**config.mk**
```make
export PLATFORM = sky130hd
export DESIGN_NAME = backslash_escape_decoder
export DESIGN_NICKNAME = d
export VERILOG_FILES = /design/src/rtl/core/bed_pkg.sv /design/src/rtl/core/bed_ctrl.sv /design/src/rtl/core/bed_dp.sv /design/src/rtl/core/backslash_escape_decoder.sv
export SDC_FILE = /design/constraint.sdc
export NUM_CORES = 1
export LEC_CHECK = 0
export BUFFER_PORTS_ARGS = -buffer_cell sky130_fd_sc_hd__buf_2
export CORE_MARGIN = 1.5
export CORE_UTILIZATION = 45
export DETAILED_ROUTE_END_ITERATION = 7
export PLACE_DENSITY = 0.63
export REMOVE_ABC_BUFFERS = 1
export SYNTH_ARGS = -nofsm -noshare
export SYNTH_HDL_FRONTEND = slang
export SYNTH_HIERARCHICAL = 1
export SYNTH_SLANG_ARGS = --single-unit
```
**constraint.sdc**
```tcl
create_clock -name clock -period 9.3 [get_ports clock]
set_clock_uncertainty 0.05 [all_clocks]
set_input_delay 0.93 -clock clock [delete_from_list [all_inputs] [get_ports clock]]
set_output_delay 0.93 -clock clock [all_outputs]
set_load 0.005 [all_outputs]
```
**src/rtl/core/bed_pkg.sv**
```systemverilog
// shared types, character codes and helper functions of the escape decoder
`timescale 1ns / 1ps

package bed_pkg;

   // character codes
   localparam logic [7:0] CH_BSL = 8'h5C;
   localparam logic [7:0] CH_X   = 8'h78;
   localparam logic [7:0] CH_C   = 8'h63;
   localparam logic [7:0] CTRL_LO = 8'd64;
   localparam logic [7:0] CTRL_HI = 8'd96;

   // number of result slots per item
   localparam int unsigned NUM_SLOTS = 4;

   // input item
   typedef struct packed {
      logic [7:0] in_byte;
      logic       in_last;
   } req_type;

   // result item
   typedef struct packed {
      logic [7:0] out_byte;
      logic       out_run_last;
      logic       out_string_end;
   } rsp_type;

   // controller states
   typedef enum logic {
      ST_IDLE,
      ST_SEND
   } state_type;

   // outcome of looking at the escape so far
   typedef enum logic [1:0] {
      CLS_OK,
      CLS_MORE,
      CLS_FAIL
   } cls_type;

   // controller to datapath
   typedef struct packed {
      logic       load;
      logic [1:0] sel;
   } cmd_type;

   // datapath to controller
   typedef struct packed {
      logic [2:0] res_cnt;
   } sts_type;

   // octal digit test
   function automatic logic is_oct(logic [7:0] c);
      return (c >= 8'h30) && (c <= 8'h37);
   endfunction

   // hex digit: {valid, nibble}
   function automatic logic [4:0] hex_digit(logic [7:0] c);
      logic [4:0] r;
      r = '0;
      if (c >= 8'h30 && c <= 8'h39) begin
         r = {1'b1, c[3:0]};
      end else if ((c >= 8'h41 && c <= 8'h46) || (c >= 8'h61 && c <= 8'h66)) begin
         r = {1'b1, 4'(c[3:0] + 4'd9)};
      end
      return r;
   endfunction

   // single-letter escapes: {valid, value}
   function automatic logic [8:0] letter_escape(logic [7:0] c);
      logic [8:0] r;
      r = '0;
      unique case (c)
         8'h61:   r = {1'b1, 8'd7};
         8'h62:   r = {1'b1, 8'd8};
         8'h65:   r = {1'b1, 8'd27};
         8'h66:   r = {1'b1, 8'd12};
         8'h6E:   r = {1'b1, 8'd10};
         8'h72:   r = {1'b1, 8'd13};
         8'h74:   r = {1'b1, 8'd9};
         8'h76:   r = {1'b1, 8'd11};
         CH_BSL:  r = {1'b1, CH_BSL};
         default: r = '0;
      endcase
      return r;
   endfunction

endpackage

```
**src/rtl/core/bed_ctrl.sv**
```systemverilog
// controller: accepts items and steps the result buffer out one item a cycle while rsp_ready is high
`timescale 1ns / 1ps

module bed_ctrl (
   input  logic             clock,
   input  logic             reset,
   input  logic             req_valid,
   output logic             req_ready,
   output logic             rsp_valid,
   input  logic             rsp_ready,
   input  bed_pkg::sts_type sts,
   output bed_pkg::cmd_type cmd
);
   import bed_pkg::*;

   state_type  state_ff, state_in;
   logic [1:0] sel_ff, sel_in;
   logic [1:0] last_ff, last_in;
   logic       load;

   // state registers
   always_ff @(posedge clock) begin
      if (reset) begin
         state_ff <= ST_IDLE;
         sel_ff   <= '0;
         last_ff  <= '0;
      end else begin
         state_ff <= state_in;
         sel_ff   <= sel_in;
         last_ff  <= last_in;
      end
   end

   // next state and handshakes
   always_comb begin
      state_in  = state_ff;
      sel_in    = sel_ff;
      last_in   = last_ff;
      req_ready = 1'b0;
      rsp_valid = 1'b0;
      load      = 1'b0;
      unique case (state_ff)
         ST_IDLE: begin
            req_ready = 1'b1;
         end
         ST_SEND: begin
            rsp_valid = 1'b1;
            if (rsp_ready) begin
               if (sel_ff == last_ff) begin
                  req_ready = 1'b1;
                  state_in  = ST_IDLE;
               end else begin
                  sel_in = sel_ff + 2'd1;
               end
            end
         end
         default: state_in = ST_IDLE;
      endcase
      // a new item refills the buffer
      load = req_valid && req_ready;
      if (load && sts.res_cnt != 3'd0) begin
         state_in = ST_SEND;
         sel_in   = '0;
         last_in  = 2'(sts.res_cnt - 3'd1);
      end
      cmd.load = load;
      cmd.sel  = sel_ff;
   end

endmodule

```
**src/rtl/core/bed_dp.sv**
```systemverilog
// datapath: escape state, decode of one item and the result buffer
`timescale 1ns / 1ps

module bed_dp (
   input  logic             clock,
   input  logic             reset,
   input  bed_pkg::req_type req_item,
   output bed_pkg::rsp_type rsp_item,
   input  logic             csr_valid,
   input  logic             csr_wdata,
   input  bed_pkg::cmd_type cmd,
   output bed_pkg::sts_type sts
);
   import bed_pkg::*;

   logic       allow_ff;
   logic       esc_ff, esc_in;
   logic [1:0] cnt_ff, cnt_in;
   logic [7:0] pend_ff [2];
   logic [7:0] pend_in [2];
   rsp_type    res_ff [NUM_SLOTS];

   logic [7:0] b;
   logic       last;
   logic [7:0] ent [NUM_SLOTS];
   logic [2:0] n;
   cls_type    cls;
   logic [7:0] val;
   logic [8:0] let_r;
   logic [4:0] hx_b, hx_1;
   logic [8:0] oct_v;
   logic       do_plain;

   assign b    = req_item.in_byte;
   assign last = req_item.in_last;

   // control state and register
   always_ff @(posedge clock) begin
      if (reset) begin
         allow_ff <= 1'b0;
         esc_ff   <= 1'b0;
         cnt_ff   <= '0;
      end else begin
         if (csr_valid) allow_ff <= csr_wdata;
         if (cmd.load) begin
            esc_ff <= esc_in;
            cnt_ff <= cnt_in;
         end
      end
   end

   // held bytes and result buffer
   always_ff @(posedge clock) begin
      if (cmd.load) begin
         pend_ff[0] <= pend_in[0];
         pend_ff[1] <= pend_in[1];
         for (int i = 0; i < NUM_SLOTS; i++) begin
            res_ff[i].out_byte       <= ent[i];
            res_ff[i].out_run_last   <= (3'(i) == 3'(n - 3'd1));
            res_ff[i].out_string_end <= (3'(i) == 3'(n - 3'd1)) && last;
         end
      end
   end

   // classify the escape including the new byte
   always_comb begin
      let_r = letter_escape(b);
      hx_b  = hex_digit(b);
      hx_1  = hex_digit(pend_ff[1]);
      oct_v = {pend_ff[0][2:0], pend_ff[1][2:0], b[2:0]};
      cls   = CLS_FAIL;
      val   = '0;
      if (cnt_ff == 2'd0) begin
         if (let_r[8]) begin
            cls = CLS_OK;
            val = let_r[7:0];
         end else if (is_oct(b) || b == CH_X || b == CH_C) begin
            cls = CLS_MORE;
         end
      end else if (is_oct(pend_ff[0])) begin
         if (is_oct(b)) begin
            if (cnt_ff == 2'd1) begin
               cls = CLS_MORE;
            end else if (!oct_v[8] && (oct_v[7:0] != 8'd0 || allow_ff)) begin
               cls = CLS_OK;
               val = oct_v[7:0];
            end
         end
      end else if (pend_ff[0] == CH_X) begin
         if (hx_b[4]) begin
            if (cnt_ff == 2'd1) begin
               cls = CLS_MORE;
            end else if ({hx_1[3:0], hx_b[3:0]} != 8'd0) begin
               cls = CLS_OK;
               val = {hx_1[3:0], hx_b[3:0]};
            end
         end
      end else if (pend_ff[0] == CH_C && b > CTRL_LO && b < CTRL_HI) begin
         cls = CLS_OK;
         val = 8'(b - CTRL_LO);
      end
   end

   // build the result list and the next escape state
   always_comb begin
      for (int i = 0; i < NUM_SLOTS; i++) ent[i] = '0;
      n          = '0;
      esc_in     = esc_ff;
      cnt_in     = cnt_ff;
      pend_in[0] = pend_ff[0];
      pend_in[1] = pend_ff[1];
      do_plain   = 1'b0;
      if (!esc_ff) begin
         do_plain = 1'b1;
      end else begin
         unique case (cls)
            CLS_OK: begin
               ent[n[1:0]] = val;
               n           = n + 3'd1;
               esc_in      = 1'b0;
               cnt_in      = '0;
            end
            CLS_MORE: begin
               if (last) begin
                  // string ends inside the escape: flush it literally
                  ent[n[1:0]] = CH_BSL;
                  n           = n + 3'd1;
                  for (int i = 0; i < 2; i++) begin
                     if (2'(i) < cnt_ff) begin
                        ent[n[1:0]] = pend_ff[i];
                        n           = n + 3'd1;
                     end
                  end
                  ent[n[1:0]] = b;
                  n           = n + 3'd1;
               end else begin
                  esc_in              = 1'b1;
                  cnt_in              = cnt_ff + 2'd1;
                  pend_in[cnt_ff[0]] = b;
               end
            end
            CLS_FAIL: begin
               // backslash and held bytes go out, failing byte is re-fed
               ent[n[1:0]] = CH_BSL;
               n           = n + 3'd1;
               for (int i = 0; i < 2; i++) begin
                  if (2'(i) < cnt_ff) begin
                     ent[n[1:0]] = pend_ff[i];
                     n           = n + 3'd1;
                  end
               end
               esc_in   = 1'b0;
               cnt_in   = '0;
               do_plain = 1'b1;
            end
            default: begin
               esc_in = 1'b0;
               cnt_in = '0;
            end
         endcase
      end
      // ordinary character handling
      if (do_plain) begin
         if (b == CH_BSL && !last) begin
            esc_in = 1'b1;
            cnt_in = '0;
         end else begin
            ent[n[1:0]] = b;
            n           = n + 3'd1;
         end
      end
      if (last) begin
         esc_in = 1'b0;
         cnt_in = '0;
      end
      sts.res_cnt = n;
   end

   // result item on the port
   assign rsp_item = res_ff[cmd.sel];

endmodule

```
**src/rtl/core/backslash_escape_decoder.sv**
```systemverilog
// Streaming C-style backslash escape decoder. Each accepted byte is decoded
// against the escape held so far and yields zero to four result bytes, which
// are loaded into a four-entry result buffer and leave one per cycle while
// rsp_ready is high. An item that yields no result does not stall the input;
// while the buffer drains the input is stalled, since the drain paces the
// block, and the next item is accepted on the same edge as the last result of
// the one before. Sustained rate is one byte per cycle for plain text while
// rsp_ready is high; the item that breaks an escape yields up to four results
// (backslash, two held bytes and the failing byte). Holding rsp_ready low
// stalls the result side and the input with it.
`timescale 1ns / 1ps

module backslash_escape_decoder (
   input  logic             clock,
   input  logic             reset,
   input  logic             req_valid,
   output logic             req_ready,
   input  bed_pkg::req_type req_item,
   output logic             rsp_valid,
   input  logic             rsp_ready,
   output bed_pkg::rsp_type rsp_item,
   input  logic             csr_valid,
   output logic             csr_ready,
   input  logic             csr_wdata
);
   import bed_pkg::*;

   cmd_type cmd;
   sts_type sts;

   // register writes are always taken
   assign csr_ready = 1'b1;

   // sequencing of items and results
   bed_ctrl u_ctrl (
      .clock     (clock),
      .reset     (reset),
      .req_valid (req_valid),
      .req_ready (req_ready),
      .rsp_valid (rsp_valid),
      .rsp_ready (rsp_ready),
      .sts       (sts),
      .cmd       (cmd)
   );

   // decode and result storage
   bed_dp u_dp (
      .clock     (clock),
      .reset     (reset),
      .req_item  (req_item),
      .rsp_item  (rsp_item),
      .csr_valid (csr_valid),
      .csr_wdata (csr_wdata),
      .cmd       (cmd),
      .sts       (sts)
   );

endmodule

```
# After elaboration in Yosys (flattened, before gate mapping)
# Memory sizes are Yosys's and may differ from the RTL's. A register that Yosys moved wholly into a read port is not among the register bits.
# Index checks and enable logic that the tools add are counted.
[totals] regBits=9 latchBits=0 mem_bits_rw=56 mem_bits_ro=0 input_bits=15 output_inout_bits=13 elab_cells=215 memories=2
[mem_list] memory="u_dp.res_ff" depth=4 width=10 read_ports=1 rd_clocked_by_memory_dff=1 wr=4 line="bed_dp.sv:21" source="rsp_type res_ff [NUM_SLOTS];"
[mem_list] memory="u_dp.pend_ff" depth=2 width=8 read_ports=2 rd_clocked_by_memory_dff=0 wr=2 line="bed_dp.sv:19" source="logic [7:0] pend_ff [2];"
[classes] n_addsub=10 mul=0 n_div=0 n_lt_le_gt_ge=29 eq_ne=20 shifts=0 muxes=103 bitwise_logic=7 reduce_logical=38
[op_table] operator="32-bit 2-to-1 mux" count=9
[op_table] operator="8-bit 2-to-1 mux" count=22
[op_table] operator="32-bit bitwise mux" count=4
[op_table] operator="8-bit by 7-bit equality test with 1-bit output (second input constant)" count=13
[op_table] operator="9-bit case mux with 9 select lines" count=1
[op_table] operator="8-bit demux with 2-bit select" count=4
[op_table] operator="16-bit 2-to-1 mux" count=3
[op_table] operator="24-bit case mux with 2 select lines" count=1
[op_table] operator="3-bit 2-to-1 mux" count=14
[op_table] operator="2-bit 2-to-1 mux" count=20
[op_table] operator="8-bit by 7-bit >= comparator with 1-bit output (second input constant)" count=4
[op_table] operator="8-bit by 6-bit less-or-equal comparator with 1-bit output (second input constant)" count=4
[op_table] operator="8-bit by 7-bit less-or-equal comparator with 1-bit output (second input constant)" count=4
[op_table] operator="8-bit by 6-bit >= comparator with 1-bit output (second input constant)" count=3
[op_table] operator="8-bit case mux with 3 select lines" count=1
[op_table] operator="1-bit logical AND" count=23
[op_table] operator="16-bit bitwise mux" count=1
[op_table] operator="1-bit 2-to-1 mux" count=16
[op_table] operator="8-bit nonzero test" count=2
[op_table] operator="3-bit by 1-bit adder with 3-bit output (second input constant)" count=4
[op_table] operator="3-bit >= comparator (second input constant)" count=4
[op_table] operator="3-bit by 1-bit < comparator with 1-bit output (second input constant)" count=4
[op_table] operator="2-bit NOT with 3-bit output" count=4
[op_table] operator="5-bit 2-to-1 mux" count=2
[op_table] operator="other kinds (27)" count=40

# Depth between registers and ports, before layout
# Gate-level depths: netlist of the first run.
# An unclocked memory read counts as a cell.
[depth] word_depth=33 ltp_mapped=21

# By module
# The synthesis of the first run kept the hierarchy.
[modules_own_cells] module="bed_dp" n_inst=1 cells_each=448 area_each_um2=4583.1
[modules_own_cells] module="bed_ctrl" n_inst=1 cells_each=36 area_each_um2=321.6
[modules_own_cells] module="backslash_escape_decoder" n_inst=1 cells_each=2 area_each_um2=11.3

# Least setup slack after synthesis of the first run
# No wires, ideal clock.
[synth_timing] path_type="input to register" start="input req_item[1] (netlist bit)" end="register u_ctrl.last_ff[1]" setup_time_ns=0.121 arrival_ns=4.947 slack_ns=4.182 path_stages=20 path_buffers=1 cell_sequence="clkbuf_1 > inv_1 > ha_1 > or4b_4 > o21bai_4 > o22ai_1 > a221oi_2 > a211oi_1 > ha_1 > and3_1 > o31ai_4 > inv_1 > ha_1 > mux2_2 > inv_2 > inv_1 > ha_1 > a21boi_0 > and2_4 > a211oi_2"
[synth_rtl] element="start, declared" line="backslash_escape_decoder.sv:18" source="input bed_pkg::req_type req_item,"
[synth_rtl] element="end signal, assigned" line="bed_ctrl.sv:30" source="last_ff <= last_in;"
[synth_rtl] element="end, declared" line="bed_ctrl.sv:18" source="logic [1:0] last_ff, last_in;"

==> results of run 1 <==
## stage by stage
| stage | power, W | setup WS (ns) | utilization, % | instances | cell area, µm² |
|---|---|---|---|---|---|
| 2_1_floorplan | 0.000373 | 4.30 | - | 452 | 4760 |
| 3_3_place_gp | 0.000400 | 3.61 | 48.4 | 615 | 5070 |
| 3_5_place_dp | 0.000401 | 3.39 | 48.4 | 615 | 5070 |
| 4_1_cts | 0.000656 | 3.75 | 50.5 | 631 | 5280 |
| 5_1_grt | 0.000674 | 3.33 | 50.5 | 631 | 5280 |
| 6_report | 0.000647 | 3.68 | 50.5 | 631 | 5280 |
## cell type report
class / instances / area [µm²] / area share, %
Clock inverter: 6 / 82.6 / 1.56
Multi-Input combinational cell: 363 / 2810 / 53.2
Inverter: 24 / 90.1 / 1.71
Tap cell: 136 / 170 / 3.22
Clock buffer: 10 / 128 / 2.42
Sequential cell: 65 / 1860 / 35.3
Timing Repair Buffer: 27 / 138 / 2.61
## where the power goes
group | switching [W] | total (W) | internal (W)
Combinational | 0.0000407 | 0.0000636 | 0.0000230
Sequential | 0.00000427 | 0.000332 | 0.000328
Clock | 0.000102 | 0.000252 | 0.000149
## sequential cells by signal, indices dropped and copies added (netlist names)
| register | flops |
|---|---|
| u_ctrl/last_ff | 2 |
| u_ctrl/sel_ff | 2 |
| u_ctrl/state_ff | 1 |
| u_dp/allow_ff | 1 |
| u_dp/cnt_ff | 2 |
| u_dp/esc_ff | 1 |
| u_dp/pend_ff | 16 |
| u_dp/res_ff | 40 |
## worst max-delay path: stages
cell	delay, ns
buf_2	0.21
inv_1	0.21
ha_1	0.28
nand3_2	0.24
o31ai_1	0.59
nor4_1	0.13
a22o_1	0.24
a211o_1	0.30
ha_1	0.39
nor2b_1	0.25
o31ai_4	0.33
inv_1	0.11
ha_1	0.30
mux2_2	0.31
inv_2	0.08
inv_1	0.04
ha_1	0.16
a21boi_0	0.40
a21oi_1	0.15
a211oi_2	0.20
## cells in the mapped netlist (all sizes together), types with 5 or more instances
library cell   n
edfxtp        56
and3           7
nor3          12
ha            21
o21ai         14
dfxtp          9
a22o          12
a31oi          5
a211o          6
and2          21
nor2b         10
clkbuf        17
mux4          10
or2            5
mux2i          8
nand3         15
inv           24
nor2          23
a211oi         5
nand2b         5
o211ai         7
o31ai         16
buf           17
nand2         38
a21oi         33
## how the worst max path moves through the flow
stage,start,end,slack [ns],cells after the start
floorplan,req_item[1],u_ctrl/last_ff[1],4.30,19
detailed placement,req_item[2],u_ctrl/last_ff[0],3.39,20
global route,req_item[2],u_ctrl/last_ff[1],3.33,20
CTS,req_item[2],u_ctrl/last_ff[0],3.75,20
global placement,req_item[2],u_ctrl/last_ff[1],3.61,20
finish,req_item[2],u_ctrl/last_ff[1],3.68,20
## cells by family (layout without fill, tap and decap cells)
group	count (synthesis)	after routing	synth area share, %
AOI/OAI and AO/OA	148	148	23.2
xor gates and xnor gates	4	4	1.02
adders and majority gates	21	21	5.34
buffers and inverters	58	67	5.01
DFF	65	65	37.9
muxes	19	19	6.44
other	1	1	0.0763
and+or+nand+nor	170	170	21.0
## routing by layer
layer,up-vias,GRT usage [%]
met1,1902,31.3
met3,26,4.90
met4,0,9.21
met5,-,0
li1,1878,-
met2,184,36.3
==> metrics.csv, run 1 <==
stage;metric;value;unit
run_status;status;completed;
power_and_ir_drop;powerDensity;123;nW/µm²
logic_synthesis;synth.avg_cell_area;10.1;µm²
cells_and_area;fin_nets;526;
route;drc;0;
floorplanning;fp-row-count;37;
logic_synthesis;syn_area;4920;µm²
cells_and_area;diodes;0;
setup_path;worst_setup_path_end_kind;flop;
cells_and_area;drive_above_1_share;17.4;%
setup_path;path_max_fanout;17;
global_route;grt_pass1_vias;3741;
global_route;grt_max_degree;44;
global_route;antenna_found_initial;0;
setup_path;worstSetupPathType;input port to flop;
sta;worst_pin_slew;0.918;ns
clocking;clkTransAtPathRegs;0.07;ns
clocking;h-tree-depth;3;
place;gp_congestion;0.929;
run;maxCapViolations;0;
worst_hold_path;min_from;u_dp/allow_ff;
setup_path;cp.arrival;5.84;ns
sta;fmaxAchievable;178;MHz
cells_and_area;fillers;990;
sta;fin_crit_sh;60.4;%
worst_hold_path;min_path_cells;2;
clocking;cts-resized-gates;0;
setup_path;required;9.52;ns
route;route.top_layer_used;met4;
route;drt_wl_total;12800;µm
logic_synthesis;syn-instance-count;486;
floorplanning;coreArea;10500;µm²
logic_synthesis;synth_edf_count;56;
floorplanning;ios;28;
cells_and_area;final_cell_mix;edfxtp_1 (56), nand2_1 (38), a21oi_1 (33);
route;wl_met2;5730;µm
route;viasPerCell;6.32;
worst_hold_path;whs_endpoint;u_dp/allow_ff;
sta;rsz0062_at_grt;false;
clocking;cts_made_buffers;9;
setup_path;r2r-end;u_ctrl/last_ff[1];
clocking;cts_setup_buffers;0;
global_route;grt_pass1_wl;20200;µm
floorplanning;die-area;11600;µm²
logic_synthesis;ys_types;94;
route;vias;3990;
cells_and_area;synthToLayoutAreaGrowth;7.38;%
worst_hold_path;hold_class;flop to flop;
sta;holdWs;0.487;ns
sta;slew_viol_final;0;
cells_and_area;final_common_cell;edfxtp_1;
clocking;cts_tree;yes;
power_and_ir_drop;ir_drop;0.0879;mV
route;drtAntennaViolNets;0;
logic_synthesis;yosysWarnings;6;
logic_synthesis;synth.top_cell.area_share;34.2;%
place;io_buffers;26;
clocking;cts.path.max_buffers;2;
place;hpwl;9240;µm
clocking;cts_root_buf;clkbuf_8;
logic_synthesis;synth_area_leaders;edfxtp_1 (34%), ha_1 (5.3%), mux4_2 (4.6%);
route;drtIter0Drc;268;
logic_synthesis;yosysTopAreaCell;edfxtp_1;
setup_path;reg2reg_depth;19;
floorplanning;die_h;108;µm
power_and_ir_drop;p_leak;1.93;nW
sta;setup-tns-final;0;ns
clocking;cts.sinks;65;
logic_synthesis;synth-async-reset-ratio;0;%
floorplanning;initial_utilization;47.0;%
route;met3WireLength;1000;µm
setup_path;rrSetupSlack;4.10;ns
sta;period_minus_slack;5.62;ns
global_route;grt_use_total;23.2;%
clocking;ctsHoldBuffers;0;
global_route;grt_overflow;0;
logic_synthesis;synth_flop_cell;edfxtp_1;
route;dr.pass1.iters;5;
setup_path;reg2reg_from;u_dp/pend_ff[0][9];
clocking;clkLatencyLatePin;0.34;ns
sta;slew_headroom;38.6;%
sta;final_hold_viol_count;0;
logic_synthesis;synth_seq_cells;65;
route;met1_length;5650;µm
logic_synthesis;ys_seq_area_share;37.9;%
setup_path;critPathLaunchType;input port;
sta;final-setup-viol-count;0;
floorplanning;die_w;108;µm
route;drt-wirelength-per-cell;20.2;µm
No activity file was read; power rests on OpenSTA's default activity.
==> inputs of run 2 (changes only) <==
- clock period: 9.3 -> 5.3 ns (I/O delays scaled with it)
==> metrics.csv, run 2 (synthesis results as in run 1) <==
stage;metric;value;unit;change
run_status;status;completed;;
floorplanning;fp-row-count;37;;unchanged
floorplanning;die-area;11600;µm²;unchanged
sta;final_hold_viol_count;0;;unchanged
setup_path;required;5.53;ns;-3.99 ns
route;dr.pass1.iters;5;;unchanged
run;maxCapViolations;0;;unchanged
sta;finalWorstSetupSlack;0.392;ns;-3.29 ns
clocking;h-tree-depth;3;;unchanged
power_and_ir_drop;powerDensity;212;nW/µm²;+73%
cells_and_area;drive_above_1_share;19.9;%;+2.5 points
clocking;cts.sinks;65;;unchanged
global_route;antenna_found_initial;0;;unchanged
clocking;cts_tree;yes;;
clocking;cts.path.max_buffers;2;;unchanged
power_and_ir_drop;p_leak;1.98;nW;+3.0%
setup_path;cp_num_buf_inv;4;;-1
clocking;clkLatencyLatePin;0.35;ns;about the same
global_route;grt_overflow;0;;unchanged
setup_path;max_stage_delay;0.57;ns;-0.02 ns
cells_and_area;diodes;0;;unchanged
setup_path;worst_setup_path_end_kind;flop;;
cells_and_area;fin_nets;539;;+2.5%
sta;period_minus_slack;4.91;ns;
setup_path;critical_path.slowest_cell;a2111oi_1;;
cells_and_area;top_register;u_dp/res_ff;;
cells_and_area;layout.cells.non_filler;644;;+2.1%
power_and_ir_drop;ir_drop;0.131;mV;+49%
clocking;cts_root_buf;clkbuf_8;;
setup_path;critPathTopFamily;compound AO/OA/AOI/OAI gates;;
floorplanning;die_h;108;µm;unchanged
sta;rsz0062_at_grt;false;;
route;drtAntennaViolNets;0;;unchanged
sta;slew_headroom;39.9;%;+1.3 points
setup_path;critical_path.most_common_cell;ha_1;;
cells_and_area;largest_reg_flops;40;;unchanged
route;vias;4049;;+1.5%
clocking;clkTransAtPathRegs;0.08;ns;about the same
setup_path;worstSetupPathType;flop to flop;;
power_and_ir_drop;p_total;0.00114;W;+76%
sta;holdWs;0.373;ns;-0.115 ns
sta;worst_pin_slew;0.899;ns;-0.0192 ns
setup_path;critPathLaunchType;flop;;
place;hpwl;9640;µm;+4.4%
global_route;grt_pass1_vias;3860;;+3.2%
setup_path;cp.arrival;5.13;ns;-0.71 ns
sta;slew_viol_final;0;;unchanged
cells_and_area;final_core_util;51.3;%;+0.87 points
route;drtIter0Drc;367;;+37%
floorplanning;coreArea;10500;µm²;unchanged
place;place_inst;628;;+2.1%
place;dp_slack;-0.00600;ns;-3.40 ns
cells_and_area;reg.largest.list;u_dp/res_ff: 40 flops, u_dp/pend_ff: 16 flops;;
setup_path;path_max_fanout;9;;-8
global_route;grt_pass1_wl;20700;µm;+2.4%
cells_and_area;final_cell_mix;edfxtp_1 (56), nand2_1 (38), a21oi_1 (33);;
sta;fin_crit_sh;92.6;%;
place;gp_congestion;0.954;;+2.7%
setup_path;crit_chain;inv_1 > ha_1 > o21bai_1 > mux2i_1 > a211o_1 > a2111oi_1 > a211oi_1 > ha_1 > and3_1 > o31ai_4 > inv_1 > ha_1 > mux2_2 > inv_2 > inv_1 > ha_1 > a21boi_1 > a21oi_1 > a211oi_2;;
floorplanning;die_w;108;µm;unchanged
route;drt-wirelength-per-cell;20.4;µm;+0.86%
global_route;grt_use_total;23.7;%;+0.52 points
floorplanning;initial_utilization;47.0;%;unchanged
global_route;grt_max_degree;44;;unchanged
worst_hold_path;hold_class;input port to flop;;
sta;final-setup-viol-count;0;;unchanged
cells_and_area;final_common_cell;edfxtp_1;;
sta;fmaxAchievable;204;MHz;
floorplanning;ios;28;;unchanged
route;drc;0;;unchanged
cells_and_area;synthToLayoutAreaGrowth;9.24;%;
route;viasPerCell;6.29;;-0.57%
route;drt_wl_total;13100;µm;+2.9%
clocking;cts_made_buffers;9;;unchanged
place;io_buffers;26;;unchanged
[run 2: cell count changes in the layout (fill, tap and decap cells not counted)]
cell	before	now
a21boi_0	4	3
bufinv_16	2	1
clkinvlp_4	0	1
clkbuf_1	1	0
clkinv_1	1	0
inv_8	0	1
buf_4	1	14
a21boi_1	0	1
clkinv_2	2	1
clkinv_4	1	3
[run 2: area by class of cell]
type                       count  area [µm²]
tap                          136         170
multi-input combinational    363        2810
clock buffer                   9         124
sequential                    65        1860
inverter                      24        90.1
clock inverter                 7        80.1
fill                         991        5090
timing repair buffer          40         235
[run 2: path summary, 6_finish.rpt]
path                            from           endpoint  slack, ns  cells after the start
setup / recovery  u_dp/pend_ff[0][8]  u_ctrl/last_ff[1]       0.39                     19
hold / removal             csr_wdata      u_dp/allow_ff       0.37                      3
setup reg to reg  u_dp/pend_ff[0][8]  u_ctrl/last_ff[1]       0.39                     19
hold reg to reg        u_dp/allow_ff      u_dp/allow_ff       0.50                      2
[run 2: metal layers]
layer | global-route usage [%] | share of wire [%] | up-vias
met5 | 0 | 0 | -
met3 | 3.75 | 6.2 | 31
li1 | - | - | 1901
met2 | 36.1 | 45 | 161
met4 | 11.8 | 4.2 | 0
met1 | 32.7 | 45 | 1956
[run 2: where the power goes]
| part | internal, W | total [W] | switching (W) | leakage [nW] |
|---|---|---|---|---|
| combinational | 0.0000445 | 0.000120 | 0.0000755 | 1.27 |
| clock | 0.000222 | 0.000436 | 0.000215 | 0.101 |
| sequential | 0.000575 | 0.000581 | 0.00000681 | 0.612 |
[run 2: metrics by stage]
stage / TNS (ns) / cell area, µm²
detailed placement: -0.00600 / 5170
global placement: 0 / 5170
floorplan: 0 / 4760
global route: 0 / 5370
finish: 0 / 5370
CTS: 0 / 5370
[run 2: what timing repair did]
action	in CTS	in global routing
endpoints found under the setup margin	0	5
endpoints found under the hold margin	0	0
resized for setup	0	1
setup buffers	0	0
hold buffers	0	0
[run 2: worst register-to-register path, cell delays in order (launching register included)]
cell and delay [ns]:
edfxtp_1 0.54, inv_1 0.14, ha_1 0.24, o21bai_1 0.22, mux2i_1 0.11, a211o_1 0.31, a2111oi_1 0.57, a211oi_1 0.21
ha_1 0.28, and3_1 0.23, o31ai_4 0.30, inv_1 0.12, ha_1 0.30, mux2_2 0.31, inv_2 0.09, inv_1 0.04
ha_1 0.16, a21boi_1 0.29, a21oi_1 0.13, a211oi_2 0.19
